--- config.mk ---
export PLATFORM = sky130hd
export DESIGN_NAME = bbf_job_queue
export DESIGN_NICKNAME = d
export VERILOG_FILES = /design/src/rtl/bbf_pkg.sv /design/src/rtl/bbf_job_queue.sv
export SDC_FILE = /design/constraint.sdc
export NUM_CORES = 1
export LEC_CHECK = 0
export ABC_AREA = 1
export BUFFER_PORTS_ARGS = -buffer_cell sky130_fd_sc_hd__buf_2
export CORE_MARGIN = 1.5
export CORE_UTILIZATION = 30
export CTS_CLUSTER_SIZE = 25
export DETAILED_ROUTE_END_ITERATION = 16
export PLACE_DENSITY = 0.6
export SETUP_SLACK_MARGIN = 0.4
export SLEW_MARGIN = 20
export SYNTH_ARGS = -nofsm -noshare
export SYNTH_HDL_FRONTEND = slang
export SYNTH_SLANG_ARGS = --single-unit
--- constraint.sdc ---
create_clock -name clock -period 6.8 [get_ports clock]
set_input_delay 0.68 -clock clock [delete_from_list [all_inputs] [get_ports clock]]
set_output_delay 0.68 -clock clock [all_outputs]
set_load 0.01 [all_outputs]
--- src/rtl/bbf_pkg.sv ---
`default_nettype none
package bbf_pkg;

   // Storage depth must be a power of two so that pointers wrap by truncation.
   localparam int DEPTH      = 1024;
   localparam int MAX_RUN    = 64;
   localparam int PTR_W      = $clog2(DEPTH);
   localparam int CNT_W      = $clog2(DEPTH + 1);
   localparam int CAP_W      = 11;
   localparam int CMD_W      = 3;
   localparam int BYTE_W     = 8;
   localparam int CNT_IN_W   = 7;
   localparam int RUN_W      = $clog2(MAX_RUN + 1);
   localparam int OCC_W      = 11;
   localparam int TOT_W      = 48;
   localparam int SEL_W      = (CNT_W > CNT_IN_W) ? CNT_W : CNT_IN_W;
   localparam int JOBQ_DEPTH = 2;
   localparam int OQ_DEPTH   = 2;
   localparam int PEND_W     = $clog2(MAX_RUN * (JOBQ_DEPTH + 1) + 1);

   localparam logic [CAP_W-1:0] CAP_RESET = CAP_W'(1024);

   typedef enum logic [CMD_W-1:0] {
      CMD_WRITE = 3'd0,
      CMD_READ  = 3'd1,
      CMD_PEEK  = 3'd2,
      CMD_POP   = 3'd3,
      CMD_END   = 3'd4
   } cmd_type;

   typedef struct packed {
      logic             accepted;
      logic [OCC_W-1:0] occupancy;
      logic [OCC_W-1:0] room_left;
      logic [TOT_W-1:0] total_in;
      logic [TOT_W-1:0] total_out;
      logic             ended;
      logic             at_eof;
   } status_type;

   typedef struct packed {
      status_type       status;
      logic [PTR_W-1:0] start_ptr;
      logic [RUN_W-1:0] nbytes;
   } job_type;

   typedef struct packed {
      logic [BYTE_W-1:0] out_byte;
      logic              byte_valid;
      logic              last;
      status_type        status;
   } result_type;

   function automatic logic [TOT_W-1:0] sat_add(input logic [TOT_W-1:0] a,
                                                input logic [CNT_IN_W-1:0] b);
      logic [TOT_W:0] sum;
      sum = {1'b0, a} + (TOT_W + 1)'(b);
      return sum[TOT_W] ? '1 : sum[TOT_W-1:0];
   endfunction

endpackage
`default_nettype wire

--- src/rtl/bbf_job_queue.sv ---
`default_nettype none
module bbf_job_queue import bbf_pkg::*; (
   input  logic    clock,
   input  logic    reset,
   input  logic    in_valid,
   output logic    in_ready,
   input  job_type in_job,
   output logic    out_valid,
   input  logic    out_ready,
   output job_type out_job
);

   localparam int QP_W = $clog2(JOBQ_DEPTH);
   localparam int QC_W = $clog2(JOBQ_DEPTH + 1);

   job_type          entry_ff [JOBQ_DEPTH];
   logic [QP_W-1:0]  wr_ff, wr_in;
   logic [QP_W-1:0]  rd_ff, rd_in;
   logic [QC_W-1:0]  cnt_ff, cnt_in;
   logic             push, pop;

   assign in_ready  = cnt_ff != QC_W'(JOBQ_DEPTH);
   assign out_valid = cnt_ff != '0;
   assign out_job   = entry_ff[rd_ff];
   assign push      = in_valid && in_ready;
   assign pop       = out_valid && out_ready;

   always_comb begin
      wr_in  = push ? wr_ff + QP_W'(1) : wr_ff;
      rd_in  = pop ? rd_ff + QP_W'(1) : rd_ff;
      cnt_in = cnt_ff + QC_W'(push) - QC_W'(pop);
   end

   always_ff @(posedge clock) begin
      if (push) begin
         entry_ff[wr_ff] <= in_job;
      end
   end

   always_ff @(posedge clock) begin
      if (reset) begin
         wr_ff  <= '0;
         rd_ff  <= '0;
         cnt_ff <= '0;
      end else begin
         wr_ff  <= wr_in;
         rd_ff  <= rd_in;
         cnt_ff <= cnt_in;
      end
   end

endmodule
`default_nettype wire

==> metrics.csv <==
stage,metric,value,unit
detailed_routing,routed via count,5262,
floorplan,Die Height,188,um
cts,post-CTS setup buffer count,0,
floorplan,horizontal die dimension,188,um
sta,shortest clock period the worst path allows after layout,3510,ps
final_layout,final std cells w/o fill,1239,
pwr,Pleak,0.00481,uW
synth,combinational family with the most area after synthesis,multiplexers,
synth,area share of the largest cell type after synthesis,80.9,%
synth,main flop type after synthesis,sky130_fd_sc_hd__edfxtp_1,
synth,Synth Area in Simple Gates,0.721,%
synth,"Async S/R FF share, synth",0,%
final_layout,sequential cell area,0.00839,sq mm
grt,global-route usage over all layers,11.0,%
detailed_routing,metal1 wirelength,8240,um
placed_design,Detailed Place HPWL,13100,um
cts,number of clock sinks,281,
cts,post_cts resized,0,
sta,unrepaired setup endpoints after global routing,false,
cts,Num CTS Buffers,30,
final_layout,share of final-layout standard cells stronger than drive strength 1,59.2,%
sta,relative slew slack,37.4,%
pwr,Power Density,375,mW/mm^2
pwr,Power Internal,3620,uW
sta,highest clock rate,285,MHz
synth,net count after synthesis,608,
cts,clock slew seen by the registers of the worst setup and hold paths,60,ps
final_layout,multi-input logic area,0.00167,sq mm
final_layout,count of fill cells added during filler insertion,3118,
synth,compound-cell area share of the yosys netlist,0.0978,%
floorplan,initial standard-cell utilization of the core,30.5,%
cts,total of hold buffers inserted after clock tree synthesis,0,
pwr,switching power share of the total,26.1,%
synth,Post-Synth XOR/XNOR Area,0.0855,%
pwr,Clk network pwr share,32.0,%
pwr,maximum ir drop on the vdd rail,0.000218,V
worst_setup_path,type of the worst setup path,reg -> out,
detailed_routing,sum of met2 wire segment lengths after detailed routing,9610,um
synth,register bit total from synthesis,281,
sta,Setup Total Neg Slack,0,ps
detailed_routing,count of antenna-violating nets left after detailed routing,0,
placed_design,count of port buffers added during placement,281,
grt,vias in the first global route,5568,
synth,Synth warnings,0,
cts,total number of H-tree levels,1,
pwr,share of total power in sequential cells,46.8,%
detailed_routing,starting DRC count in detailed routing,168,
sta,fraction of the cycle the final worst path needs,51.7,%
status,run status,"complete, no violations",
pwr,Net Switching,1280,uW
cts,clock tree root buffer cell,sky130_fd_sc_hd__clkbuf_16,
floorplan,row count,67,
cts,CTS tree,built,
detailed_routing,average wire length per cell after detail routing,16.1,um
hold_path,worst hold-check path type,in -> reg,
synth,adder and majority gate portion of the synthesized area,0.122,%
grt,aggregate global routing overflow,0,
sta,max-slew violation count,0,
synth,cell types occupying the most area after synthesis,"sky130_fd_sc_hd__edfxtp_1, sky130_fd_sc_hd__mux2_2, sky130_fd_sc_hd__buf_6",
floorplan,core region area,0.0335,sq mm
placed_design,final estimated routing congestion in global placement,0.718,
final_layout,number of diodes,0,
detailed_routing,Vias/cell,4.25,
cts,worst-case clock buffer depth,3,
floorplan,area of the die,0.0353,sq mm
worst_setup_path,peak fanout along the critical path,64,
synth,sequential area share after synthesis,81.9,%
synth,portion of netlist area occupied by mux cells,15.2,%
run,max-capacitance violation count,0,
synth,Netlist cell types,13,
placed_design,post-placement worst setup slack,3720,ps
synth,"top cells by count, synth","sky130_fd_sc_hd__edfxtp_1, sky130_fd_sc_hd__mux2_2, sky130_fd_sc_hd__buf_6",
synth,Post-synth EDFFs,276,
detailed_routing,met3 layer wire length in the routed design,1640,um
grt,wire length of the first global-routing pass,30500,um
sta,hold violation total from the final report,0,
final_layout,Finished Cell Area,0.0131,sq mm
grt,pin count of the biggest net entering global routing,66,
detailed_routing,first-pass iteration count of the detailed router,4,
cts,insertion delay to the later sink of the worst-skew pair,540,ps
placed_design,total cell area at the placement stage,0.0121,sq mm
worst_setup_path,worst endpoint data arrival time,2830,ps
sta,PnR worst setup slack,3290,ps
sta,final clock skew,17.8,ps
grt,antenna violations before repair,2,
synth,instance count of the mapped netlist,465,
sta,transition time of the tightest slew-check pin,939,ps
floorplan,I/O pin count,282,
final_layout,"Net count, final",912,
detailed_routing,drc violations,0,
worst_setup_path,type of element capturing the critical path,output pin,
sta,"Setup violations, final",0,
sta,Final Hold Slack,320,ps
pwr,Gate power share,21.2,%
placed_design,number of instances in the placed design,1185,
synth,Post-Synthesis Cell Area,0.0102,sq mm
worst_setup_path,endpoint required time on the critical path,6120,ps
final_layout,Area growth syn-to-layout,27.6,%
detailed_routing,total routed wirelength,20000,um
detailed_routing,Top Metal Used,met5,
synth,Synth area leader,sky130_fd_sc_hd__edfxtp_1,
synth,mean cell area of the mapped netlist,22.0,sq um
synth,"count leader, synth",sky130_fd_sc_hd__edfxtp_1,
worst_setup_path,crit start category,flip-flop,
==> registers in the layout, summed over array words and instances, names as in the netlist, named ones only <==
register,count
wr_ff,1
entry_ff,276
cnt_ff,2
rd_ff,1
==> final timing paths <==
| kind | startpoint | slack [ps] | endpoint | depth (start not counted) |
|---|---|---|---|---|
| hold / removal | in_job[130] | 320 | entry_ff[0][130] | 1 |
| setup / recovery | flip-flop | 3290 | out_job[28] | 3 |
| hold reg to reg | rd_ff | 500 | flip-flop | 2 |
| setup reg to reg | cnt_ff[0] | 4410 | entry_ff[1][86] | 5 |
==> kinds of logic after synthesis <==
group,count (synthesis)
simple gates,19
flops,281
compound gates,2
buf+inv,23
fa+ha+maj,1
xor+xnor,1
mux,138
==> cells in the final DEF, fill, tap and decap left out <==
| cell | n |
|---|---|
| sky130_fd_sc_hd__buf_2 | 281 |
| sky130_fd_sc_hd__edfxtp_1 | 276 |
| sky130_fd_sc_hd__mux2_2 | 138 |
| sky130_fd_sc_hd__clkbuf_16 | 31 |
| sky130_fd_sc_hd__clkbuf_1 | 9 |
| sky130_fd_sc_hd__inv_1 | 8 |
| sky130_fd_sc_hd__nand2_1 | 8 |
| sky130_fd_sc_hd__nor2_1 | 7 |
| sky130_fd_sc_hd__buf_4 | 6 |
| sky130_fd_sc_hd__clkinv_1 | 5 |
| sky130_fd_sc_hd__clkinv_2 | 4 |
| sky130_fd_sc_hd__dfxtp_1 | 4 |
| sky130_fd_sc_hd__bufinv_16 | 3 |
| sky130_fd_sc_hd__nor2_4 | 2 |
| sky130_fd_sc_hd__a21oi_1 | 2 |
| sky130_fd_sc_hd__xnor2_1 | 1 |
| sky130_fd_sc_hd__nor3_1 | 1 |
| sky130_fd_sc_hd__nand3_1 | 1 |
| sky130_fd_sc_hd__ha_1 | 1 |
| sky130_fd_sc_hd__dfxtp_4 | 1 |
| sky130_fd_sc_hd__inv_6 | 1 |
| sky130_fd_sc_hd__clkinv_4 | 1 |
==> stage by stage <==
| stage | utilization (%) | total power, uW |
|---|---|---|
| final | 39.0 | 4900 |
| after floorplan | - | 3010 |
| after CTS | 39.0 | 4980 |
| after detailed placement | 36.1 | 3390 |
| after global placement | 36.1 | 3380 |
| after global routing | 39.0 | 5120 |
==> critical path: stages (launching register included) <==
cell and delay [ps]:
sky130_fd_sc_hd__dfxtp_4 830, sky130_fd_sc_hd__buf_4 810, sky130_fd_sc_hd__mux2_2 440, sky130_fd_sc_hd__buf_2 140
==> power groups by stage <==
stage	logic (uW)	clock network (uW)	registers, uW
3_5_place_dp	1060	0	2330
3_3_place_gp	1050	0	2320
4_1_cts	1060	1620	2300
6_report	1040	1570	2290
5_1_grt	1120	1680	2320
2_1_floorplan	707	0	2300
==> layout make-up <==
class / instances / area share, %
multi-input combinational: 161 / 12.8
clock buffer: 40 / 6.20
timing repair buffer: 287 / 11.1
clock inverter: 14 / 1.12
tap: 448 / 4.29
inverter: 8 / 0.230
sequential: 281 / 64.2
==> layer usage <==
layer  GRT usage (%)  vias to the layer above
li1                -                     2442
met1            13.5                     2585
met2            18.4                      193
met3            3.74                       38
met4            3.38                        4
met5               0                        -
Note: power is estimated with default switching activity, not from simulation.
