[src/rtl/bbf_pkg.sv]
`default_nettype none
package bbf_pkg;

   // Storage depth must be a power of two so that pointers wrap by truncation.
   localparam int DEPTH      = 1024;
   localparam int MAX_RUN    = 64;
   localparam int PTR_W      = $clog2(DEPTH);
   localparam int CNT_W      = $clog2(DEPTH + 1);
   localparam int CAP_W      = 11;
   localparam int CMD_W      = 3;
   localparam int BYTE_W     = 8;
   localparam int CNT_IN_W   = 7;
   localparam int RUN_W      = $clog2(MAX_RUN + 1);
   localparam int OCC_W      = 11;
   localparam int TOT_W      = 48;
   localparam int SEL_W      = (CNT_W > CNT_IN_W) ? CNT_W : CNT_IN_W;
   localparam int JOBQ_DEPTH = 2;
   localparam int OQ_DEPTH   = 2;
   localparam int PEND_W     = $clog2(MAX_RUN * (JOBQ_DEPTH + 1) + 1);

   localparam logic [CAP_W-1:0] CAP_RESET = CAP_W'(1024);

   typedef enum logic [CMD_W-1:0] {
      CMD_WRITE = 3'd0,
      CMD_READ  = 3'd1,
      CMD_PEEK  = 3'd2,
      CMD_POP   = 3'd3,
      CMD_END   = 3'd4
   } cmd_type;

   typedef struct packed {
      logic             accepted;
      logic [OCC_W-1:0] occupancy;
      logic [OCC_W-1:0] room_left;
      logic [TOT_W-1:0] total_in;
      logic [TOT_W-1:0] total_out;
      logic             ended;
      logic             at_eof;
   } status_type;

   typedef struct packed {
      status_type       status;
      logic [PTR_W-1:0] start_ptr;
      logic [RUN_W-1:0] nbytes;
   } job_type;

   typedef struct packed {
      logic [BYTE_W-1:0] out_byte;
      logic              byte_valid;
      logic              last;
      status_type        status;
   } result_type;

   function automatic logic [TOT_W-1:0] sat_add(input logic [TOT_W-1:0] a,
                                                input logic [CNT_IN_W-1:0] b);
      logic [TOT_W:0] sum;
      sum = {1'b0, a} + (TOT_W + 1)'(b);
      return sum[TOT_W] ? '1 : sum[TOT_W-1:0];
   endfunction

endpackage
`default_nettype wire

[src/rtl/bbf_front.sv]
`default_nettype none
module bbf_front import bbf_pkg::*; (
   input  logic                clock,
   input  logic                reset,
   input  logic                csr_wr_en,
   input  logic [CAP_W-1:0]    csr_wr_data,
   input  logic                req_valid,
   output logic                req_ready,
   input  logic [CMD_W-1:0]    req_cmd,
   input  logic [BYTE_W-1:0]   req_data_byte,
   input  logic [CNT_IN_W-1:0] req_count,
   output logic                job_valid,
   input  logic                job_ready,
   output job_type             job,
   input  logic                drain_beat,
   output logic                mem_wr_en,
   output logic [PTR_W-1:0]    mem_wr_addr,
   output logic [BYTE_W-1:0]   mem_wr_data
);

   logic [CAP_W-1:0]    capacity_ff;
   logic [PTR_W-1:0]    head_ff, head_in;
   logic [CNT_W-1:0]    held_ff, held_in;
   logic [TOT_W-1:0]    total_in_ff, total_in_in;
   logic [TOT_W-1:0]    total_out_ff, total_out_in;
   logic                ended_ff, ended_in;
   logic [PEND_W-1:0]   pending_ff, pending_in;

   logic [CNT_W-1:0]    eff_cap;
   logic [SEL_W-1:0]    take;
   logic [RUN_W-1:0]    run_n;
   logic [CNT_IN_W-1:0] drop_n;
   logic [RUN_W-1:0]    nbytes;
   logic                acc;
   logic                write_ok;
   logic                write_block;
   logic                accept;

   always_comb begin
      if (32'(capacity_ff) > 32'(DEPTH)) begin
         eff_cap = CNT_W'(DEPTH);
      end else begin
         eff_cap = CNT_W'(capacity_ff);
      end
      take  = (SEL_W'(req_count) < SEL_W'(held_ff)) ? SEL_W'(req_count) : SEL_W'(held_ff);
      run_n = (take > SEL_W'(MAX_RUN)) ? RUN_W'(MAX_RUN) : RUN_W'(take);
   end

   assign write_ok = held_ff < eff_cap;

   // A write must not land on a slot that a queued read or peek has yet to fetch.
   // Peeked bytes that a later pop frees are covered by counting every queued byte.
   assign write_block = (req_cmd == CMD_WRITE) &&
                        ((32'(held_ff) + 32'(pending_ff)) >= 32'(DEPTH));
   assign req_ready   = job_ready && !write_block;
   assign accept      = req_valid && req_ready;

   always_comb begin
      acc       = 1'b0;
      drop_n    = '0;
      nbytes    = '0;
      ended_in  = ended_ff;
      mem_wr_en = 1'b0;
      if (accept) begin
         case (req_cmd)
            CMD_WRITE: begin
               acc       = write_ok;
               mem_wr_en = write_ok;
            end
            CMD_READ: begin
               drop_n = CNT_IN_W'(run_n);
               nbytes = run_n;
            end
            CMD_PEEK: begin
               nbytes = run_n;
            end
            CMD_POP: begin
               drop_n = CNT_IN_W'(take);
            end
            CMD_END: begin
               ended_in = 1'b1;
            end
            default: begin
            end
         endcase
      end
      head_in      = head_ff + PTR_W'(drop_n);
      held_in      = held_ff + CNT_W'(acc) - CNT_W'(drop_n);
      total_in_in  = sat_add(total_in_ff, CNT_IN_W'(acc));
      total_out_in = sat_add(total_out_ff, drop_n);
      pending_in   = pending_ff + PEND_W'(nbytes) - PEND_W'(drain_beat);
   end

   assign mem_wr_addr = head_ff + PTR_W'(held_ff);
   assign mem_wr_data = req_data_byte;

   always_comb begin
      job_valid               = accept;
      job.start_ptr           = head_ff;
      job.nbytes              = nbytes;
      job.status.accepted     = acc;
      job.status.occupancy    = OCC_W'(held_in);
      job.status.room_left    = (eff_cap > held_in) ? OCC_W'(eff_cap - held_in) : '0;
      job.status.total_in     = total_in_in;
      job.status.total_out    = total_out_in;
      job.status.ended        = ended_in;
      job.status.at_eof       = ended_in && (held_in == '0);
   end

   always_ff @(posedge clock) begin
      if (reset) begin
         capacity_ff  <= CAP_RESET;
         head_ff      <= '0;
         held_ff      <= '0;
         total_in_ff  <= '0;
         total_out_ff <= '0;
         ended_ff     <= 1'b0;
         pending_ff   <= '0;
      end else begin
         if (csr_wr_en) begin
            capacity_ff <= csr_wr_data;
         end
         head_ff      <= head_in;
         held_ff      <= held_in;
         total_in_ff  <= total_in_in;
         total_out_ff <= total_out_in;
         ended_ff     <= ended_in;
         pending_ff   <= pending_in;
      end
   end

endmodule
`default_nettype wire

[config.mk]
export PLATFORM = sky130hd
export DESIGN_NAME = bbf_front
export DESIGN_NICKNAME = d
export VERILOG_FILES = /design/src/rtl/bbf_pkg.sv /design/src/rtl/bbf_front.sv
export SDC_FILE = /design/constraint.sdc
export NUM_CORES = 1
export LEC_CHECK = 0
export BUFFER_PORTS_ARGS = -buffer_cell sky130_fd_sc_hd__buf_4
export CORE_MARGIN = 1.5
export CORE_UTILIZATION = 55
export CTS_BUF_LIST = sky130_fd_sc_hd__clkbuf_16
export DETAILED_ROUTE_END_ITERATION = 6
export HOLD_SLACK_MARGIN = 0.12
export PLACE_DENSITY_LB_ADDON = 0.08
export SLEW_MARGIN = 5
export SYNTH_ARGS = -nofsm -noshare
export SYNTH_HDL_FRONTEND = slang
export SYNTH_SLANG_ARGS = --single-unit
[constraint.sdc]
create_clock -name clock -period 20 [get_ports clock]
set_input_delay 4 -clock clock [delete_from_list [all_inputs] [get_ports clock]]
set_output_delay 4 -clock clock [all_outputs]
set_load 0.05 [all_outputs]
==> results.toml, run 1 <==
[status]
outcome = "finished clean"

[routing]
via_count = 8730
drt_iter0_drc = 472
antenna_left = 0
wl_per_cell_um = 15.2
vias_per_cell = 5.53
drc = 0
drt_wl_total_um = 24100
dr.pass1.iters = 5

[yosys]
synthesis.nets = 1337
yosys-top-cells-area = "dfxtp_1 29%, ha_1 12%, a21oi_1 6.6%"
synth_top_area_share_pct = 29.0
async_reset_ff_share_pct = 0
synth_area_leader_cell = "dfxtp_1"
postSynthAreaPerCell_um2 = 7.87
synth_edf_count = 0
ys_seq_area_share_pct = 29.0
ys_types = 68
yosys_register_bits = 137
syn_area_um2 = 9460
synth_cells = 1202
synth_ff_type = "dfxtp_1"
yosys_warnings = 0

[timing]
tightest_slew_ps = 1060
fin_worst_skew_ps = 12.2
setup_violations = 0
setup_ws_ps = 6180
post-route-min-period_ps = 13820
final_hold_viol_count = 0
period_share_pct = 69.1
grt_setup_unrepaired = "false"
slew_headroom_pct = 29.0
drv_slew = 0
setup_tns_ps = 0
fmax_ghz = 0.0724

[final_layout]
final_common_cell = "buf_4"
layout-drive-gt1-share_pct = 17.8
final_cell_mix = "180 x buf_4, 148 x nand2_1, 137 x dfxtp_1"
n_antenna_cell = 0
nets = 1482
area_delta_synth_final_pct = 20.9

[global_route]
grt-ovfl-total = 0
grt_pass1_vias = 7997
grt_max_degree = 68
grt_pass1_wl_um = 38900
track_usage_pct = 26.9
antenna_found_initial = 0

[clocking]
clock_sinks = 137
postCtsSetupBuffers = 0
cts_resized = 0
max-clock-path-buffers = 2
cts_tree = "built"
numCtsBuffers = 17
clkTransAtPathRegs_ps = 60
insertion_delay_ps = 430
ctsHtreeMaxLevel = 4
hold_buffers = 0
clock-root-buffer = "clkbuf_16"

[floorplanning]
initial_utilization_pct = 56.6
die_w_um = 134
die_h_um = 134
rows = 47
coreArea_um2 = 16700
fp.dieArea_um2 = 18000
pin_count = 194

[hold_path]
min_path_cells = 2
whs_endpoint = "ended_ff"
hold_class = "reg2reg"
holdCritStartpoint = "ended_ff"

[setup_path]
crit_path_end_kind = "primary output"
arrival_ps = 9820
rr_worst_depth = 20
reg2reg_slack_ps = 13940
worstPathRequired_ps = 16000
critPathKind = "in2out"
r2r_end = "total_out_ff[0]"
start_kind = "input pin"
r2r-start = "held_ff[1]"
path_max_fanout = 15

[place]
dp_hpwl_um = 18200
port_buffers = 177
gp_congestion = 0.895
pre_cts_ws_ps = 6260

[power_and_ir_drop]
p_per_area_nw_per_um2 = 130
ir_drop_uv = 267
p_leak_uw = 0.00563

[flow_run]
cap_viol_max_count = 0
-- layout make-up --
| type | count | area, um^2 |
|---|---|---|
| Sequential cell | 137 | 2740 |
| Timing Repair Buffer | 180 | 1350 |
| Clock buffer | 17 | 425 |
| Tap cell | 220 | 275 |
| Inverter | 91 | 342 |
| Fill cell | 1437 | 5270 |
| Clock inverter | 15 | 176 |
| Multi-Input combinational cell | 920 | 6120 |
-- sequential cells by signal (all words and copies together), names as in the netlist --
name / flops
head_ff: 10
total_in_ff: 48
held_ff: 11
pending_ff: 8
capacity_ff: 11
total_out_ff: 48
ended_ff: 1
-- worst max-delay path by stage --
stage	start	to	slack [ps]
6_report	req_count[4]	job[118]	6180
5_1_grt	req_count[4]	job[118]	5610
4_1_cts	req_count[4]	job[118]	6230
3_5_place_dp	req_count[4]	job[118]	6260
3_3_place_gp	req_count[4]	job[118]	6420
2_1_floorplan	req_count[4]	job[118]	6280
-- stage by stage --
stage	instance area (um^2)	utilization [%]	hold slack (ps)	std cells	total power, uW
final	11400	68.5	513	1580	1490
after global routing	11400	68.5	566	1580	1580
after CTS	11400	68.5	517	1580	1490
after detailed placement	10800	64.9	502	1548	1160
after global placement	10800	64.9	497	1548	1150
after floorplan	9460	-	438	1202	961
-- per-layer routing --
layer	vias to the layer above	global-route usage [%]	share of wire, %
met5	-	0	0
met4	0	8.30	1.6
met3	34	6.16	5.5
met2	250	43.1	46
met1	4039	36.1	47
li1	4407	-	-
-- critical path: stages --
cell       delay, ps
buf_4            120
ha_1             300
a21o_1           160
a211oi_1         200
o21ai_0          120
o2111ai_1        490
mux2i_1          350
o21ba_2          270
nor2b_1          290
ha_1             160
inv_1             40
ha_1             200
inv_1             80
fa_1             200
nor2b_1           70
o31a_1           270
o31a_1           290
o21ai_1          180
a21oi_1          110
or2_2            290
o311ai_2         340
ha_1             340
nand4_1          110
nor3_1            70
nand3b_1          90
nand3_2          180
a211oi_1         270
buf_4            240
-- power by group --
group | internal (uW) | leakage (uW) | switching, uW | total [uW]
combinational | 297 | 0.00423 | 551 | 848
sequential | 290 | 0.00111 | 27.0 | 317
clock | 196 | 0.000283 | 128 | 324
-- Yosys cell counts, types with 3 or more instances --
cell type,count
and3_1,10
a31oi_1,8
and2_1,25
a21boi_0,6
a21oi_1,124
ha_1,93
mux2i_1,12
nor4_1,10
nor2b_1,22
o21ai_0,35
or3_1,7
nand2_1,149
o31a_1,6
xnor2_1,57
o211ai_1,7
dfxtp_1,137
inv_1,91
clkbuf_1,38
or2_2,11
nor3_1,19
nand3_1,43
o21bai_1,3
o21a_1,7
and4_1,10
nand2b_1,16
buf_4,11
a21o_1,19
fa_1,7
a211oi_1,8
o31ai_1,4
nor2_1,92
xor2_1,49
nand4_1,19
-- kinds of logic after synthesis --
family / share of synthesized area (%)
and+or+nand+nor: 23.9
AOI/OAI and AO/OA: 15.5
buffers and inverters: 6.37
DFF: 29.0
xor gates and xnor gates: 9.81
adders and majority gates: 13.9
muxes: 1.51
(Power assumes the default switching activity.)
==> inputs of run 2 (changes only) <==
--- a/config.mk
+++ b/config.mk
@@ -5,6 +5,7 @@
 export SDC_FILE = /design/constraint.sdc
 export NUM_CORES = 1
 export LEC_CHECK = 0
+export ABC_AREA = 1
 export BUFFER_PORTS_ARGS = -buffer_cell sky130_fd_sc_hd__buf_4
 export CORE_MARGIN = 1.5
 export CORE_UTILIZATION = 55
==> constraint.sdc (replaced) <==
create_clock -name clock -period 13.8 [get_ports clock]
set_input_delay 2.76 -clock clock [delete_from_list [all_inputs] [get_ports clock]]
set_output_delay 2.76 -clock clock [all_outputs]
set_load 0.05 [all_outputs]
==> results.toml, run 2 <==
[status]
outcome = "finished clean"

[clocking]
cts_resized = 0
numCtsBuffers = 17
max-clock-path-buffers = 2
hold_buffers = 0
clock_sinks = 137
ctsHtreeMaxLevel = 4
cts_tree = "built"
clkTransAtPathRegs_ps = 60
insertion_delay_ps = 430
postCtsSetupBuffers = 0
clock-root-buffer = "clkbuf_16"

[timing]
final_hold_viol_count = 0
fin_hold_ws_ps = 486
grt_setup_unrepaired = "false"
setup_violations = 0
setup_tns_ps = 0
fmax_ghz = 0.0924
post-route-min-period_ps = 10820
period_share_pct = 78.4
drv_slew = 0
fin_worst_skew_ps = 14.0
slew_headroom_pct = 28.7
tightest_slew_ps = 1060

[setup_path]
r2r_end = "total_out_ff[19]"
cp_common_cell = "nand2_1"
startpoint = "req_count[6]"
arrival_ps = 8060
endpoint = "job[124]"
rr_worst_depth = 25
worstPathRequired_ps = 11040
critical-path-max-stage-delay_ps = 440
reg2reg_slack_ps = 8260
critPathKind = "in2out"
start_kind = "input pin"
r2r-start = "held_ff[0]"
crit_path_end_kind = "primary output"
path_max_fanout = 10
slowest_stage = "ha_1"

[place]
dp_hpwl_um = 25500
port_buffers = 177
gp_congestion = 1.02
dp_cells = 2132

[global_route]
antenna_found_initial = 0
grt-ovfl-total = 0
grt_pass1_wl_um = 50700
grt_max_degree = 71
track_usage_pct = 31.0
grt_pass1_vias = 10500

[yosys]
yosys-top-cells-area = "dfxtp_1 25%, nand2_1 14%, inv_1 11%"
yosys_register_bits = 137
synth_ff_type = "dfxtp_1"
yosys_warnings = 0
synthesis.nets = 1864
async_reset_ff_share_pct = 0
synth_top_area_share_pct = 25.2
synth_edf_count = 0
ys_seq_area_share_pct = 25.2
postSynthAreaPerCell_um2 = 6.31
yosysMostFrequentCell = "nand2_1"
synth_area_leader_cell = "dfxtp_1"
ys_types = 53
syn_area_um2 = 10900
synth_cells = 1729
synth_commonest_cells = "405 x nand2_1, 316 x inv_1, 193 x nor2_1"

[floorplanning]
coreArea_um2 = 19500
pin_count = 194
die_h_um = 144
initial_utilization_pct = 56.0
rows = 51
fp.dieArea_um2 = 20700
die_w_um = 144

[routing]
vias_per_cell = 5.27
dr.pass1.iters = 5
drt_wl_total_um = 31900
drt_iter0_drc = 777
drc = 0
via_count = 11400
antenna_left = 0
wl_per_cell_um = 14.7

[power_and_ir_drop]
p_int_uw = 1090
p_per_area_nw_per_um2 = 174
ir_drop_uv = 662
power_uw = 2250
swShare_pct = 51.5
clock_power_share_pct = 19.9
p_leak_uw = 0.00666
switchingPower_uw = 1160
pwr-share-seq_pct = 20.6
share_comb_of_total_power_pct = 59.5

[final_layout]
area_delta_synth_final_pct = 18.7
top_regs = "total_in_ff x48, total_out_ff x48"
n_antenna_cell = 0
final_common_cell = "nand2_1"
finalNonFillerCells = 2164
nets = 2021
layout-drive-gt1-share_pct = 13.4
final_cell_mix = "405 x nand2_1, 316 x inv_1, 193 x nor2_1"

[hold_path]
hold_class = "reg2reg"
holdCritStartpoint = "capacity_ff[5]"

[flow_run]
cap_viol_max_count = 0
## run 2: how the worst min path moves through the flow
stage | slack, ps | cells past startpoint | to
after CTS | 490 | 2 | capacity_ff[5]
after global placement | 470 | 2 | capacity_ff[5]
after floorplan | 450 | 2 | capacity_ff[9]
after global routing | 500 | 2 | capacity_ff[4]
final | 490 | 2 | capacity_ff[5]
after detailed placement | 480 | 2 | capacity_ff[9]
## run 2: metrics by stage
stage | instance area (um^2) | setup WS, ps | util, %
4_1_cts | 12900 | 3080 | 66.5
6_report | 12900 | 2980 | 66.5
3_3_place_gp | 12400 | 3280 | 63.6
5_1_grt | 12900 | 2300 | 66.5
3_5_place_dp | 12400 | 3100 | 63.6
2_1_floorplan | 10900 | 2840 | -
## run 2: power groups by stage
stage / clock network, uW / registers (uW) / logic [uW]
2_1_floorplan: 0 / 453 / 1010
3_3_place_gp: 0 / 470 / 1300
3_5_place_dp: 0 / 470 / 1320
4_1_cts: 452 / 462 / 1330
5_1_grt: 470 / 466 / 1460
6_report: 448 / 463 / 1340
## run 2: cell families (layout without fill, tap and decap cells)
family                     count (synthesis)  in the layout  synth area share, %
buffers and inverters                    361            531                 13.0
xor gates and xnor gates                  63             63                 5.06
AOI/OAI and AO/OA                        183            183                 8.92
adders and majority gates                100            100                 12.0
DFF                                      137            137                 25.2
and+or+nand+nor                          885            885                 35.9
## run 2: worst max-delay path: cells and delay by family
kind	cells	cell delay, ps
AND/OR/NAND/NOR	21	2410
XOR/XNOR	1	210
AO/OA/AOI/OAI	2	500
adder cells (fa/ha/maj)	5	1580
buffers and inverters	6	610
## run 2: layout make-up
| type | count | area [um^2] |
|---|---|---|
| Timing Repair Buffer | 179 | 1340 |
| Inverter | 320 | 1200 |
| Fill cell | 1844 | 6520 |
| Tap cell | 265 | 332 |
| Multi-Input combinational cell | 1231 | 6760 |
| Sequential cell | 137 | 2740 |
| Clock inverter | 15 | 141 |
| Clock buffer | 17 | 425 |
## run 2: routing by layer
layer | track usage, % | vias to the layer above | part of all wire, %
met5 | 0 | - | 0
met4 | 9.51 | 0 | 2.3
met3 | 4.67 | 62 | 6.2
met2 | 50.9 | 373 | 45
met1 | 41.9 | 5154 | 46
li1 | - | 5814 | -
==> inputs of run 3 (changes only) <==
==> constraint.sdc (replaced) <==
create_clock -name clock -period 10.4 [get_ports clock]
set_input_delay 2.08 -clock clock [delete_from_list [all_inputs] [get_ports clock]]
set_output_delay 2.08 -clock clock [all_outputs]
set_load 0.05 [all_outputs]
==> results.toml, run 3 (synthesis gave the netlist of run 2 again) <==
[status]
outcome = "finished, violations left"
violations = "design-rule violations"

[setup_path]
crit_family = "simple AND/OR/NAND/NOR gates"
arrival_ps = 7430
slowest_stage = "ha_1"
cp_common_cell = "nand2_1"
path_max_fanout = 10
worst-path-buf-inv = 6
critical-path-max-stage-delay_ps = 450
worstPathRequired_ps = 8320
crit_path_end_kind = "primary output"
critPathKind = "in2out"
start_kind = "input pin"

[final_layout]
area_delta_synth_final_pct = 18.9
n_antenna_cell = 0
nets = 2023
final_common_cell = "nand2_1"
final_cell_mix = "405 x nand2_1, 316 x inv_1, 193 x nor2_1"
layout-drive-gt1-share_pct = 13.5
top_regs = "total_in_ff x48, total_out_ff x48"

[floorplanning]
rows = 51
die_h_um = 144
fp.dieArea_um2 = 20700
die_w_um = 144
initial_utilization_pct = 56.0
pin_count = 194
coreArea_um2 = 19500

[place]
dp_hpwl_um = 25300
port_buffers = 177
gp_congestion = 0.997

[routing]
via_count = 11400
vias_per_cell = 5.26
drt_iter0_drc = 845
dr.pass1.iters = 7
wl_per_cell_um = 14.7
antenna_left = 0
drc = 1
drt_wl_total_um = 31900

[clocking]
max-clock-path-buffers = 2
insertion_delay_ps = 440
hold_buffers = 0
postCtsSetupBuffers = 0
cts_tree = "built"
ctsHtreeMaxLevel = 4
clock_sinks = 137
cts_resized = 0
numCtsBuffers = 17
clkTransAtPathRegs_ps = 60
clock-root-buffer = "clkbuf_16"

[global_route]
grt_pass1_vias = 10300
antenna_found_initial = 0
grt_max_degree = 62
track_usage_pct = 30.9
grt_pass1_wl_um = 50100
grt-ovfl-total = 0

[timing]
setup_violations = 0
grt_setup_unrepaired = "false"
final_hold_viol_count = 0
fin_worst_skew_ps = 14.9
drv_slew = 0
setup_tns_ps = 0
fmax_ghz = 0.105
period_share_pct = 91.4
tightest_slew_ps = 1070
slew_headroom_pct = 27.8
fin_hold_ws_ps = 491
post-route-min-period_ps = 9510

[power_and_ir_drop]
p_per_area_nw_per_um2 = 231
p_leak_uw = 0.00667
ir_drop_uv = 809

[flow_run]
cap_viol_max_count = 0

[hold_path]
hold_class = "reg2reg"
[run 3: cell count changes in the layout (fill, tap and decap cells not counted)]
cell / previous run / this run
buf_4: 179 / 181
bufinv_16: 1 / 2
clkinvlp_4: 1 / 2
inv_6: 4 / 3
inv_8: 2 / 0
[run 3: routing by layer]
metal  routed length (um)  part of all wire, %  GRT usage [%]
met1                14800                   46           41.7
met2                14400                   45           50.9
met3                 1970                  6.2           5.06
met4                  727                  2.3           8.59
met5                    0                    0              0
[run 3: area by class of cell]
class                      instances  area [um^2]
inverter                         320         1200
timing repair buffer             181         1360
clock buffer                      17          425
sequential                       137         2740
multi-input combinational       1231         6760
fill                            1855         6500
clock inverter                    14          148
tap                              265          332
[run 3: stage by stage]
step | area (um^2) | instances | power, uW | setup WS [ps] | util (%)
floorplan | 10900 | 1729 | 1940 | 799 | -
finish | 13000 | 2165 | 2990 | 891 | 66.6
global placement | 12400 | 2134 | 2350 | 1240 | 63.7
CTS | 13000 | 2165 | 2990 | 1000 | 66.6
global route | 13000 | 2165 | 3200 | 266 | 66.6
detailed placement | 12400 | 2134 | 2380 | 1010 | 63.7
[run 3: final timing paths]
path                                      from                to  slack (ps)  depth (start not counted)
worst max-delay path              req_count[6]          job[118]         890                         34
worst min-delay path            capacity_ff[6]    capacity_ff[6]         490                          2
worst max register to register      held_ff[0]  total_out_ff[19]        5070                         26
worst min register to register  capacity_ff[6]    capacity_ff[6]         490                          2
[run 3: power breakdown]
part	leakage [uW]	internal (uW)	switching, uW
Combinational	0.00528	555	1220
Sequential	0.00111	560	53.9
Clock	0.000280	352	251
Total	0.00667	1470	1520
[run 3: worst register-to-register path: stages, from the launching register on]
cell and delay [ps]:
dfxtp_1 430, ha_1 290, fa_1 360, nand2_1 70, nor2_1 40, a21oi_1 170, nand2_1 70, nand2_1 50
nand3_1 100, nand2_1 90, nand3_1 190, nor2_1 350, nand2_1 90, nor2_1 230, ha_1 290, inv_1 70
fa_1 480, o21ai_2 220, a21oi_2 120, o21ai_4 280, nand2_2 160, inv_2 120, nand4_4 160, buf_4 410
nand2_1 270, nand2_1 70, inv_1 70
