### src/rtl/bbf_pkg.sv
`default_nettype none
package bbf_pkg;

   // Storage depth must be a power of two so that pointers wrap by truncation.
   localparam int DEPTH      = 1024;
   localparam int MAX_RUN    = 64;
   localparam int PTR_W      = $clog2(DEPTH);
   localparam int CNT_W      = $clog2(DEPTH + 1);
   localparam int CAP_W      = 11;
   localparam int CMD_W      = 3;
   localparam int BYTE_W     = 8;
   localparam int CNT_IN_W   = 7;
   localparam int RUN_W      = $clog2(MAX_RUN + 1);
   localparam int OCC_W      = 11;
   localparam int TOT_W      = 48;
   localparam int SEL_W      = (CNT_W > CNT_IN_W) ? CNT_W : CNT_IN_W;
   localparam int JOBQ_DEPTH = 2;
   localparam int OQ_DEPTH   = 2;
   localparam int PEND_W     = $clog2(MAX_RUN * (JOBQ_DEPTH + 1) + 1);

   localparam logic [CAP_W-1:0] CAP_RESET = CAP_W'(1024);

   typedef enum logic [CMD_W-1:0] {
      CMD_WRITE = 3'd0,
      CMD_READ  = 3'd1,
      CMD_PEEK  = 3'd2,
      CMD_POP   = 3'd3,
      CMD_END   = 3'd4
   } cmd_type;

   typedef struct packed {
      logic             accepted;
      logic [OCC_W-1:0] occupancy;
      logic [OCC_W-1:0] room_left;
      logic [TOT_W-1:0] total_in;
      logic [TOT_W-1:0] total_out;
      logic             ended;
      logic             at_eof;
   } status_type;

   typedef struct packed {
      status_type       status;
      logic [PTR_W-1:0] start_ptr;
      logic [RUN_W-1:0] nbytes;
   } job_type;

   typedef struct packed {
      logic [BYTE_W-1:0] out_byte;
      logic              byte_valid;
      logic              last;
      status_type        status;
   } result_type;

   function automatic logic [TOT_W-1:0] sat_add(input logic [TOT_W-1:0] a,
                                                input logic [CNT_IN_W-1:0] b);
      logic [TOT_W:0] sum;
      sum = {1'b0, a} + (TOT_W + 1)'(b);
      return sum[TOT_W] ? '1 : sum[TOT_W-1:0];
   endfunction

endpackage
`default_nettype wire

### src/rtl/bbf_back.sv
`default_nettype none
module bbf_back import bbf_pkg::*; (
   input  logic              clock,
   input  logic              reset,
   input  logic              job_valid,
   output logic              job_ready,
   input  job_type           job,
   output logic              mem_rd_en,
   output logic [PTR_W-1:0]  mem_rd_addr,
   input  logic [BYTE_W-1:0] mem_rd_data,
   output logic              drain_beat,
   output logic              rsp_valid,
   input  logic              rsp_ready,
   output result_type        rsp_beat
);

   localparam int OP_W = $clog2(OQ_DEPTH);
   localparam int OC_W = $clog2(OQ_DEPTH + 1);

   logic [RUN_W-1:0] idx_ff, idx_in;
   logic             s1_valid_ff;
   logic             s1_bv_ff;
   logic             s1_last_ff;
   status_type       s1_status_ff;

   result_type       oq_ff [OQ_DEPTH];
   logic [OP_W-1:0]  oq_wr_ff, oq_rd_ff;
   logic [OC_W-1:0]  oq_cnt_ff;

   logic             pop;
   logic             room;
   logic             issue;
   logic             status_only;
   logic             last_beat;
   result_type       push_beat;

   assign pop       = rsp_valid && rsp_ready;
   assign rsp_valid = oq_cnt_ff != '0;
   assign rsp_beat  = oq_ff[oq_rd_ff];

   // A beat is issued only if the output queue will have a slot for it when the
   // RAM data returns, counting the beat already in flight.
   assign room = (32'(oq_cnt_ff) + 32'(s1_valid_ff) - 32'(pop)) < 32'(OQ_DEPTH);

   assign issue       = job_valid && room;
   assign status_only = job.nbytes == '0;
   assign last_beat   = status_only || ((idx_ff + RUN_W'(1)) == job.nbytes);
   assign job_ready   = issue && last_beat;

   assign mem_rd_en   = issue && !status_only;
   assign mem_rd_addr = job.start_ptr + PTR_W'(idx_ff);
   assign drain_beat  = mem_rd_en;

   always_comb begin
      if (issue) begin
         idx_in = last_beat ? '0 : idx_ff + RUN_W'(1);
      end else begin
         idx_in = idx_ff;
      end
      push_beat.out_byte   = s1_bv_ff ? mem_rd_data : '0;
      push_beat.byte_valid = s1_bv_ff;
      push_beat.last       = s1_last_ff;
      push_beat.status     = s1_status_ff;
   end

   always_ff @(posedge clock) begin
      if (issue) begin
         s1_bv_ff     <= !status_only;
         s1_last_ff   <= last_beat;
         s1_status_ff <= job.status;
      end
      if (s1_valid_ff) begin
         oq_ff[oq_wr_ff] <= push_beat;
      end
   end

   always_ff @(posedge clock) begin
      if (reset) begin
         idx_ff      <= '0;
         s1_valid_ff <= 1'b0;
         oq_wr_ff    <= '0;
         oq_rd_ff    <= '0;
         oq_cnt_ff   <= '0;
      end else begin
         idx_ff      <= idx_in;
         s1_valid_ff <= issue;
         if (s1_valid_ff) begin
            oq_wr_ff <= oq_wr_ff + OP_W'(1);
         end
         if (pop) begin
            oq_rd_ff <= oq_rd_ff + OP_W'(1);
         end
         oq_cnt_ff <= oq_cnt_ff + OC_W'(s1_valid_ff) - OC_W'(pop);
      end
   end

endmodule
`default_nettype wire

### config.mk
export PLATFORM = sky130hd
export DESIGN_NAME = bbf_back
export DESIGN_NICKNAME = d
export VERILOG_FILES = /design/src/rtl/bbf_pkg.sv /design/src/rtl/bbf_back.sv
export SDC_FILE = /design/constraint.sdc
export NUM_CORES = 1
export LEC_CHECK = 0
export BUFFER_PORTS_ARGS = -buffer_cell sky130_fd_sc_hd__buf_2
export CORE_ASPECT_RATIO = 1.5
export CORE_MARGIN = 4
export CORE_UTILIZATION = 40
export CTS_CLUSTER_SIZE = 20
export DETAILED_ROUTE_END_ITERATION = 10
export MAX_ROUTING_LAYER = met4
export PLACE_DENSITY = 0.67
export RECOVER_POWER = 100
export SLEW_MARGIN = 0
export SYNTH_ARGS = -nofsm -noshare
export SYNTH_HDL_FRONTEND = slang
export SYNTH_SLANG_ARGS = --single-unit
### constraint.sdc
create_clock -name clock -period 7.3 [get_ports clock]
set_input_delay 0 -clock clock [delete_from_list [all_inputs] [get_ports clock]]
set_output_delay 0 -clock clock [all_outputs]
set_load 0.03 [all_outputs]
==> results of run 1 <==
layer usage:
metal	vias to the layer above	share of wire
li1	3572	-
met1	3720	0.35
met2	250	0.54
met3	86	0.055
met4	0	0.051
met5	-	0
sequential cells by signal, summed over array words and instances, names as in the netlist, named ones only:
register / flops
s1_last_ff: 1
oq_wr_ff: 1
push_beat: 121
s1_valid_ff: 1
s1_bv_ff: 1
oq_rd_ff: 1
oq_cnt_ff: 2
oq_ff: 262
idx_ff: 7
power groups by stage:
stage / clock network (uW) / logic [uW] / registers [uW]
floorplan: 0 / 1470 / 3740
global placement: 0 / 2050 / 3750
detailed placement: 0 / 2060 / 3820
CTS: 1930 / 2130 / 3770
global route: 2010 / 2140 / 3850
finish: 1870 / 2010 / 3770
area by class of cell:
cell class / instances / area share
antenna: 4 / 0.000536
timing repair buffer: 435 / 0.143
multi-input combinational: 249 / 0.126
tap: 473 / 0.0317
clock inverter: 23 / 0.0120
sequential: 398 / 0.632
inverter: 19 / 0.00408
clock buffer: 42 / 0.0505
worst register-to-register path: cells and delay by family (launching register included):
| kind | cells | cell delay (ns) |
|---|---|---|
| flip-flops | 1 | 0.37 |
| buffers and inverters | 1 | 1.14 |
| AND/OR/NAND/NOR | 1 | 3.07 |
path summary, 6_finish.rpt:
path / from / slack (ns) / cells after the start / end
worst max-delay path: flop / 2.18 / 3 / rsp_beat[92]
worst min-delay path: job[1] / 0.09 / 6 / s1_last_ff$_DFFE_PP_
worst max register to register: s1_valid_ff$_SDFF_PP0_ / 2.27 / 2 / oq_ff[1][73]$_DFFE_PP_
worst min register to register: push_beat[22]$_DFFE_PP_ / 0.44 / 0 / oq_ff[1][22]$_DFFE_PP_
per-stage QoR:
| stage | setup slack, ns | hold WS [ns] | cell area [sq um] |
|---|---|---|---|
| global placement | 3.46 | 0.177 | 16400 |
| floorplan | 0.532 | 0.0667 | 14300 |
| finish | 2.18 | 0.0879 | 18700 |
| CTS | 3.35 | 0.0519 | 18900 |
| detailed placement | 3.36 | 0.178 | 16400 |
| global route | 1.63 | 0.0986 | 18700 |
cell families (layout without fill, tap and decap cells):
kind of cell    count (synthesis)  after routing
other cells                     0              4
xor+xnor                       16             16
simple gates                   55             55
fa+ha+maj                      14             14
buf+inv                        37            519
compound gates                 32             32
flops                         398            398
mux                           132            132
cells in the final DEF (no fill, tap or decap), types with 12 or more instances in the layout:
master         count
clkbuf_16         37
buf_2            142
inv_1             17
dfxtp_1           13
clkbuf_1         159
edfxtp_1         385
mux2_2           112
mux2_1            19
ha_1              12
xnor2_1           14
dlygate4sd3_1    135
==> flow_metrics.tcl, run 1 <==
set metrics [dict create \
    yosysTopAreaCellShare 0.807 \
    synth_most_common_cell "edfxtp_1" \
    netlist_area_sq_um 14300 \
    busiest_layer "met2" \
    post_cts_buffers 0 \
    vias_per_cell 4.64 \
    grt_pass1_wl_microns 44900 \
    stdcell_count 1643 \
    ir_drop_mv 0.274 \
    crit_buf_inv 2 \
    pwr-share-comb 0.263 \
    gp_congestion 0.767 \
    syn_area_per_cell_sq_um 20.9 \
    die_w_microns 163 \
    gr-total-overflow 0 \
    drt-total-wl_microns 30000 \
    post_cts_resized 0 \
    hpwlAfterDp_microns 19000 \
    grt_pass1_vias 8377 \
    crit_fanout 44 \
    drc 0 \
    synth_cell_types 47 \
    slew_headroom -1.85 \
    worst_ep_required_time_ns 7.30 \
    final_nets 1303 \
    max_freq_mhz 195 \
    dr.pass1.iters 4 \
    syn_to_final_growth_pct 30.4 \
    cp.arrival_ns 5.12 \
    cts_sinks 398 \
    clk_pin_slew_ns 0.07 \
    core_area_sq_um 35200 \
    crit_chain "clkbuf_1, mux2_2, clkbuf_1" \
    postSynth.asyncResetShare 0 \
    tightestPinTransition_ns 4.28 \
    outcome "complete, but fails checks" \
    maxCapViolations 5 \
    tns_ns 0 \
    cts_tree "built" \
    drtAntennaViolNets 0 \
    drt_iter0_markers 267 \
    synth_edf_count 385 \
    synth_fa_ha_area_frac 0.0133 \
    power.total_uw 7650 \
    rsz0062_at_grt "no" \
    crit_family "buffers and inverters" \
    htree_levels 2 \
    crit_path_max_incr_delay_ns 1.93 \
    synth_compound_area_frac 0.0153 \
    yosys-mux-area-fraction 0.104 \
    syn-num-nets 848 \
    cp_slowest_cell "clkbuf_1" \
    io_pins 295 \
    finalClockSkew_ns 0.00887 \
    ff_latch_area_sq_um 11800 \
    synthTopCellsByCount "385 x edfxtp_1, 130 x mux2_2, 18 x inv_1, 14 x xnor2_1, 13 x dfxtp_1" \
    use_met2 0.282 \
    finalMaxSlewViolations 268 \
    power_switching_uw 2480 \
    synth_simple_gate_area_frac 0.0213 \
    critPathCaptureType "output port" \
    synthTopCellsByArea "edfxtp_1 81%, mux2_2 10%, dfxtp_1 1.8%, ha_1 1.0%, xnor2_1 0.86%" \
    initial_utilization 0.407 \
    cpMostUsedCell "clkbuf_1" \
    setup_violations 0 \
    dp.cells 1439 \
    power_density_nw_per_um2 409 \
    clk_path_buf_depth 3 \
    hold_buffers 135 \
    finalCriticalPeriod_ns 5.12 \
    port_buffers 294 \
    yosysWarnings 0 \
    routed-via-count 7628 \
    clk_latency_ns 0.52 \
    p_int_uw 5170 \
    crit_type "flop to output port" \
    hold_violations 0 \
    synthesis.instances 684 \
    antenna_found_initial 4 \
    p_clk_frac 0.244 \
    ys_ff_latch 398 \
    avgRoutedWirePerCell_microns 18.3 \
    rows 84 \
    postLayoutCoreUtil 0.531 \
    die_area_sq_um 39000 \
    p_leak_uw 0.00647 \
    fin_crit_sh 0.701 \
    sw_frac_of_total 0.324 \
    ys.flop_type "edfxtp_1" \
    grt.met1_usage 0.156 \
    cp-start-kind "flop" \
    layout-drive-gt1-share 0.271 \
    die_h_microns 240 \
    grt_util_all_layers 0.155 \
    multiInputGateArea_sq_um 2350 \
    min_path_type "input port to flop" \
    synth_top_area_cell "edfxtp_1" \
    cts_buffers 36 \
    synth_xor_area_frac 0.0107 \
    met3_usage 0.0325 \
    synth_seq_area_share 0.825 \
    p_seq_frac 0.493 \
    synth_top_family_by_area "multiplexers" \
    grt_max_degree 72 \
    clockRootBuffer "clkbuf_16" \
    violations "max-capacitance violations, max-slew violations" \
    fillerInstances 2847 \
]
(Power assumes the default switching activity.)
==> run 2, diff against run 1 <==
- PLACE_DENSITY: 0.67 -> 0.7
- clock period: 7.3 -> 4.55 ns (I/O delays scaled with it)
==> run 2 against run 1 <==
Power up 64%. Design area increased by 0.81%. Utilization is 0.43 points higher. Critical endpoint unchanged. Clock skew is 0.015 ns higher. Die area unchanged. Largest power group unchanged. Sequential share of layout area is 0.51 points lower. The flow still finishes with violations (max-capacitance violations, max-slew violations). Non-clock buffer count down 2.
==> flow_metrics.tcl, run 2 (same netlist as run 1, synthesis figures left out) <==
set metrics [dict create \
    final_common_cell "edfxtp_1" \
    clockRootBuffer "clkbuf_16" \
    cp.arrival_ns 3.71 \
    final_cell_mix "385 x edfxtp_1, 158 x clkbuf_1, 140 x buf_2" \
    hold_violations 0 \
    outcome "complete, but fails checks" \
    violations "max-capacitance violations, max-slew violations" \
    whs_path_depth 6 \
    cp-start-kind "flop" \
    finalClockSkew_ns 0.0238 \
    fin_crit_sh 0.815 \
    ir_drop_mv 0.577 \
    die_h_microns 240 \
    drt_iter0_markers 380 \
    drtAntennaViolNets 0 \
    io_pins 295 \
    critPathCaptureType "output port" \
    grt_pass1_vias 8296 \
    port_buffers 294 \
    drc 0 \
    crit_fanout 81 \
    regMostFlops "oq_ff" \
    worst_ep_required_time_ns 4.55 \
    cts_tree "built" \
    dr.pass1.iters 6 \
    clk_path_buf_depth 3 \
    layout-drive-gt1-share 0.285 \
    antenna_found_initial 5 \
    rsz0062_at_grt "no" \
    vias_per_cell 4.66 \
    grt_util_all_layers 0.154 \
    max_freq_mhz 270 \
    fillerInstances 2806 \
    power_density_nw_per_um2 667 \
    hp-start "job[1]" \
    cts_sinks 398 \
    p_leak_uw 0.00651 \
    routed-via-count 7669 \
    reg2reg_to "push_beat[117]$_DFFE_PP_" \
    min_to "s1_last_ff$_DFFE_PP_" \
    ff2ff_setup_slack_ns 0.87 \
    setup_violations 0 \
    slew_headroom -1.38 \
    die_w_microns 163 \
    largest_reg_flops 262 \
    gr-total-overflow 0 \
    ff2ff_path_depth 12 \
    tightestPinTransition_ns 3.57 \
    gp_congestion 0.804 \
    cts_buffers 38 \
    final_nets 1303 \
    maxCapViolations 3 \
    post_cts_buffers 0 \
    clk_pin_slew_ns 0.06 \
    postLayoutCoreUtil 0.535 \
    core_area_sq_um 35200 \
    r2r_start "oq_cnt_ff[1]$_SDFF_PP0_" \
    avgRoutedWirePerCell_microns 18.3 \
    rows 84 \
    finalCriticalPeriod_ns 3.71 \
    clk_latency_ns 0.53 \
    hpwlAfterDp_microns 18300 \
    grt_max_degree 132 \
    crit_type "flop to output port" \
    syn_to_final_growth_pct 31.5 \
    die_area_sq_um 39000 \
    grt_pass1_wl_microns 45100 \
    initial_utilization 0.407 \
    tns_ns 0 \
    min_path_type "input port to flop" \
    htree_levels 2 \
    finalMaxSlewViolations 247 \
    drt-total-wl_microns 30200 \
]
==> run 2: cell count changes in the layout (fill, tap and decap cells not counted), moves of 2 or more <==
cell | previous run | this run
clkbuf_16 | 37 | 39
buf_4 | 3 | 0
clkinv_4 | 3 | 1
buf_2 | 142 | 140
inv_6 | 3 | 1
clkinvlp_4 | 0 | 5
bufinv_16 | 4 | 7
buf_12 | 0 | 2
mux2_2 | 112 | 126
mux2_1 | 19 | 5
==> run 2: worst max-delay path by stage <==
| stage | start | end | slack (ns) | cells after the start |
|---|---|---|---|---|
| after floorplan | oq_cnt_ff[1]$_SDFF_PP0_ | push_beat[0]$_DFFE_PP_ | 0.21 | 11 |
| after global placement | oq_cnt_ff[1]$_SDFF_PP0_ | push_beat[98]$_DFFE_PP_ | 1.33 | 12 |
| after detailed placement | oq_cnt_ff[1]$_SDFF_PP0_ | push_beat[119]$_DFFE_PP_ | 1.24 | 12 |
| after CTS | oq_cnt_ff[1]$_SDFF_PP0_ | push_beat[63]$_DFFE_PP_ | 1.24 | 12 |
| after global routing | oq_cnt_ff[1]$_SDFF_PP0_ | push_beat[115]$_DFFE_PP_ | 0.52 | 12 |
| final | flop | rsp_beat[92] | 0.84 | 3 |
==> run 2: final cells by class <==
cell class                 instances  area (sq um)  area share
sequential                       398         11800       0.627
inverter                          19          75.1     0.00398
tap                              473           592      0.0314
antenna                            5          12.5    0.000664
timing repair buffer             433          2690       0.143
clock inverter                    26           314      0.0167
multi-input combinational        249          2350       0.125
clock buffer                      43           991      0.0526
==> run 2: worst max-delay path: stages, from the launching register on <==
cell      delay, ns
dfxtp_1        1.98
buf_12         0.43
mux2_2         0.40
clkbuf_1       0.24
==> run 2: timing repair <==
action,CTS,global route
hold endpoints to repair,148,0
hold buffers,135,0
gates resized for setup,0,0
==> run 2: per-stage QoR <==
step / hold slack (ns) / area, sq um / power [uW] / setup WS, ns / cells
6_report: 0.0826 / 18800 / 12600 / 0.842 / 1646
4_1_cts: 0.0433 / 19100 / 12800 / 1.24 / 1641
5_1_grt: 0.109 / 18800 / 13100 / 0.521 / 1646
2_1_floorplan: 0.0667 / 14300 / 8320 / 0.212 / 684
3_5_place_dp: 0.178 / 16400 / 9420 / 1.24 / 1437
3_3_place_gp: 0.178 / 16400 / 9310 / 1.33 / 1437
==> run 2: report_power, final <==
part	leakage (uW)	internal (uW)	switching (uW)
clock	0.000628	1970	1310
sequential	0.00364	5640	451
combinational	0.00224	952	2260
total	0.00651	8560	4020
==> run 2: per-layer routing <==
metal	wire length, microns	vias to the layer above	track usage
met1	11000	3752	0.167
met4	1250	0	0.0664
met5	0	-	-
li1	-	3584	-
met3	1620	82	0.0306
met2	16300	251	0.274
==> run 3, diff against run 2 <==
- PLACE_DENSITY: 0.7 -> 0.67
- clock period: 4.55 -> 3.5 ns (I/O delays scaled with it)
==> run 3 against run 2 <==
The flow now finishes without violations. First-iteration DRC count fell by 22%. Flip-flop and latch count did not move. Sequential power rose by 29%. Sequential share of layout area rose by 0.40 points. Routed wire length fell by 1.1%. Largest power group unchanged. Highest routed layer unchanged.
==> flow_metrics.tcl, run 3 (same netlist as run 1, synthesis figures left out) <==
set metrics [dict create \
    largest_reg_flops 262 \
    p_leak_uw 0.00646 \
    drc 0 \
    vias_per_cell 4.65 \
    drtAntennaViolNets 0 \
    stdcell_count 1647 \
    layout-drive-gt1-share 0.280 \
    port_buffers 294 \
    finalClockSkew_ns 0.0134 \
    final_nets 1308 \
    post_cts_resized 0 \
    syn_to_final_growth_pct 30.7 \
    die_area_sq_um 39000 \
    crit_type "flop to flop" \
    dp.cells 1444 \
    max_freq_mhz 323 \
    ir_drop_mv 0.512 \
    grt_max_degree 86 \
    pwr-share-comb 0.268 \
    dr.pass1.iters 5 \
    rows 84 \
    clk_latency_ns 0.52 \
    clk_pin_slew_ns 0.06 \
    hold_violations 0 \
    crit_family "adder cells" \
    p_seq_frac 0.493 \
    avgRoutedWirePerCell_microns 18.1 \
    io_pins 295 \
    finalCriticalPeriod_ns 3.10 \
    hpwlAfterDp_microns 19200 \
    crit_buf_inv 5 \
    antenna_found_initial 2 \
    setup_violations 0 \
    post-place-ws_ns 0.535 \
    initial_utilization 0.407 \
    drt_iter0_markers 296 \
    cp-startpoint "oq_cnt_ff[1]$_SDFF_PP0_" \
    fin_crit_sh 0.886 \
    r2r_start "oq_cnt_ff[1]$_SDFF_PP0_" \
    maxCapViolations 0 \
    cts_buffers 37 \
    critPathCaptureType "flop" \
    hp-start "job[0]" \
    drt-total-wl_microns 29900 \
    gr-total-overflow 0 \
    outcome "completed" \
    setup_slack_ns 0.399 \
    rsz0062_at_grt "no" \
    grt_util_all_layers 0.154 \
    finalMaxSlewViolations 0 \
    fillerInstances 2845 \
    cp-start-kind "flop" \
    die_w_microns 163 \
    final_cell_mix "385 x edfxtp_1, 172 x clkbuf_1, 139 x buf_2" \
    tightestPinTransition_ns 1.42 \
    routed-via-count 7664 \
    cts_sinks 398 \
    cp_slowest_cell "fa_2" \
    slew_headroom 0.0529 \
    crit_chain "inv_1, nand2_4, and2_4, ha_4, inv_1, ha_1, inv_1, fa_2, nand4_1, clkinvlp_4, buf_12" \
    power_switching_uw 5130 \
    power_density_nw_per_um2 848 \
    p_clk_frac 0.239 \
    clk_path_buf_depth 3 \
    die_h_microns 240 \
    gp_congestion 0.770 \
    cts_tree "built" \
    min_path_type "input port to flop" \
    sw_frac_of_total 0.323 \
    p_int_uw 10700 \
    htree_levels 2 \
    crit_path_max_incr_delay_ns 0.57 \
    crit_fanout 85 \
    grt_pass1_vias 8247 \
    cpMostUsedCell "inv_1" \
    grt_pass1_wl_microns 44700 \
    power.total_uw 15900 \
    cp.arrival_ns 3.25 \
    worst_ep_required_time_ns 3.65 \
    clockRootBuffer "clkbuf_16" \
    regMostFlops "oq_ff" \
    core_area_sq_um 35200 \
    final_common_cell "edfxtp_1" \
]
-- run 3: cell types whose count changed in the layout (fill, tap and decap cells not counted), moves of 2 or more --
cell        before  now
diode_2          5    2
bufinv_16        7    2
and2_4           0    2
mux2_2         126  120
clkinv_2         6    3
clkinv_1         8    3
clkbuf_1       158  172
clkinv_4         1    3
mux2_1           5   11
clkinvlp_4       5    2
dfxtp_1         13   11
clkbuf_2         1    7
-- run 3: path summary, 6_finish.rpt --
check | to | slack (ns) | cells after the start
worst min-delay path | s1_bv_ff$_DFFE_PP_ | 0.06 | 4
worst max-delay path | push_beat[47]$_DFFE_PP_ | 0.40 | 11
worst min register to register | oq_ff[0][73]$_DFFE_PP_ | 0.44 | 0
worst max register to register | push_beat[47]$_DFFE_PP_ | 0.40 | 11
-- run 3: power by group through the flow --
stage	Clock [uW]	Combinational [uW]	Sequential [uW]
detailed placement	0	4400	7940
CTS	3940	4540	7840
finish	3800	4250	7830
global placement	0	4390	7790
floorplan	0	3100	7720
global route	4140	4520	8000
-- run 3: layout make-up --
type	count	area (sq um)	area share
Clock inverter	12	128	0.00681
Timing Repair Buffer	439	2700	0.144
Multi-Input combinational cell	249	2370	0.127
Sequential cell	398	11800	0.631
Clock buffer	55	1020	0.0547
Inverter	19	80.1	0.00427
Tap cell	473	592	0.0316
Antenna cell	2	5.00	0.000267
-- run 3: routing by layer --
layer  vias to the layer above  GRT usage  share of wire
met5                         -          -              0
met4                         0     0.0664          0.046
met3                        76     0.0306          0.051
met2                       236      0.278           0.54
met1                      3766      0.162           0.36
li1                       3586          -              -
-- run 3: tightest hold or removal path: stages --
cell	delay, ns
buf_2	0.09
nor3_1	0.06
and2_0	0.19
inv_1	0.11
-- run 3: per-stage QoR --
stage | TNS (ns) | hold WS, ns | area [sq um] | util
after floorplan | -65.92 | 0.0593 | 14400 | -
after global placement | 0 | 0.178 | 16500 | 0.469
after detailed placement | 0 | 0.178 | 16500 | 0.469
after CTS | 0 | 0.0172 | 19000 | 0.540
after global routing | 0 | 0.0846 | 18700 | 0.532
final | 0 | 0.0628 | 18700 | 0.532
-- run 3: repair_timing --
| item | CTS | global route |
|---|---|---|
| buffers inserted | 0 | 0 |
| hold buffers | 134 | 0 |
| endpoints found under the hold margin | 148 | 0 |
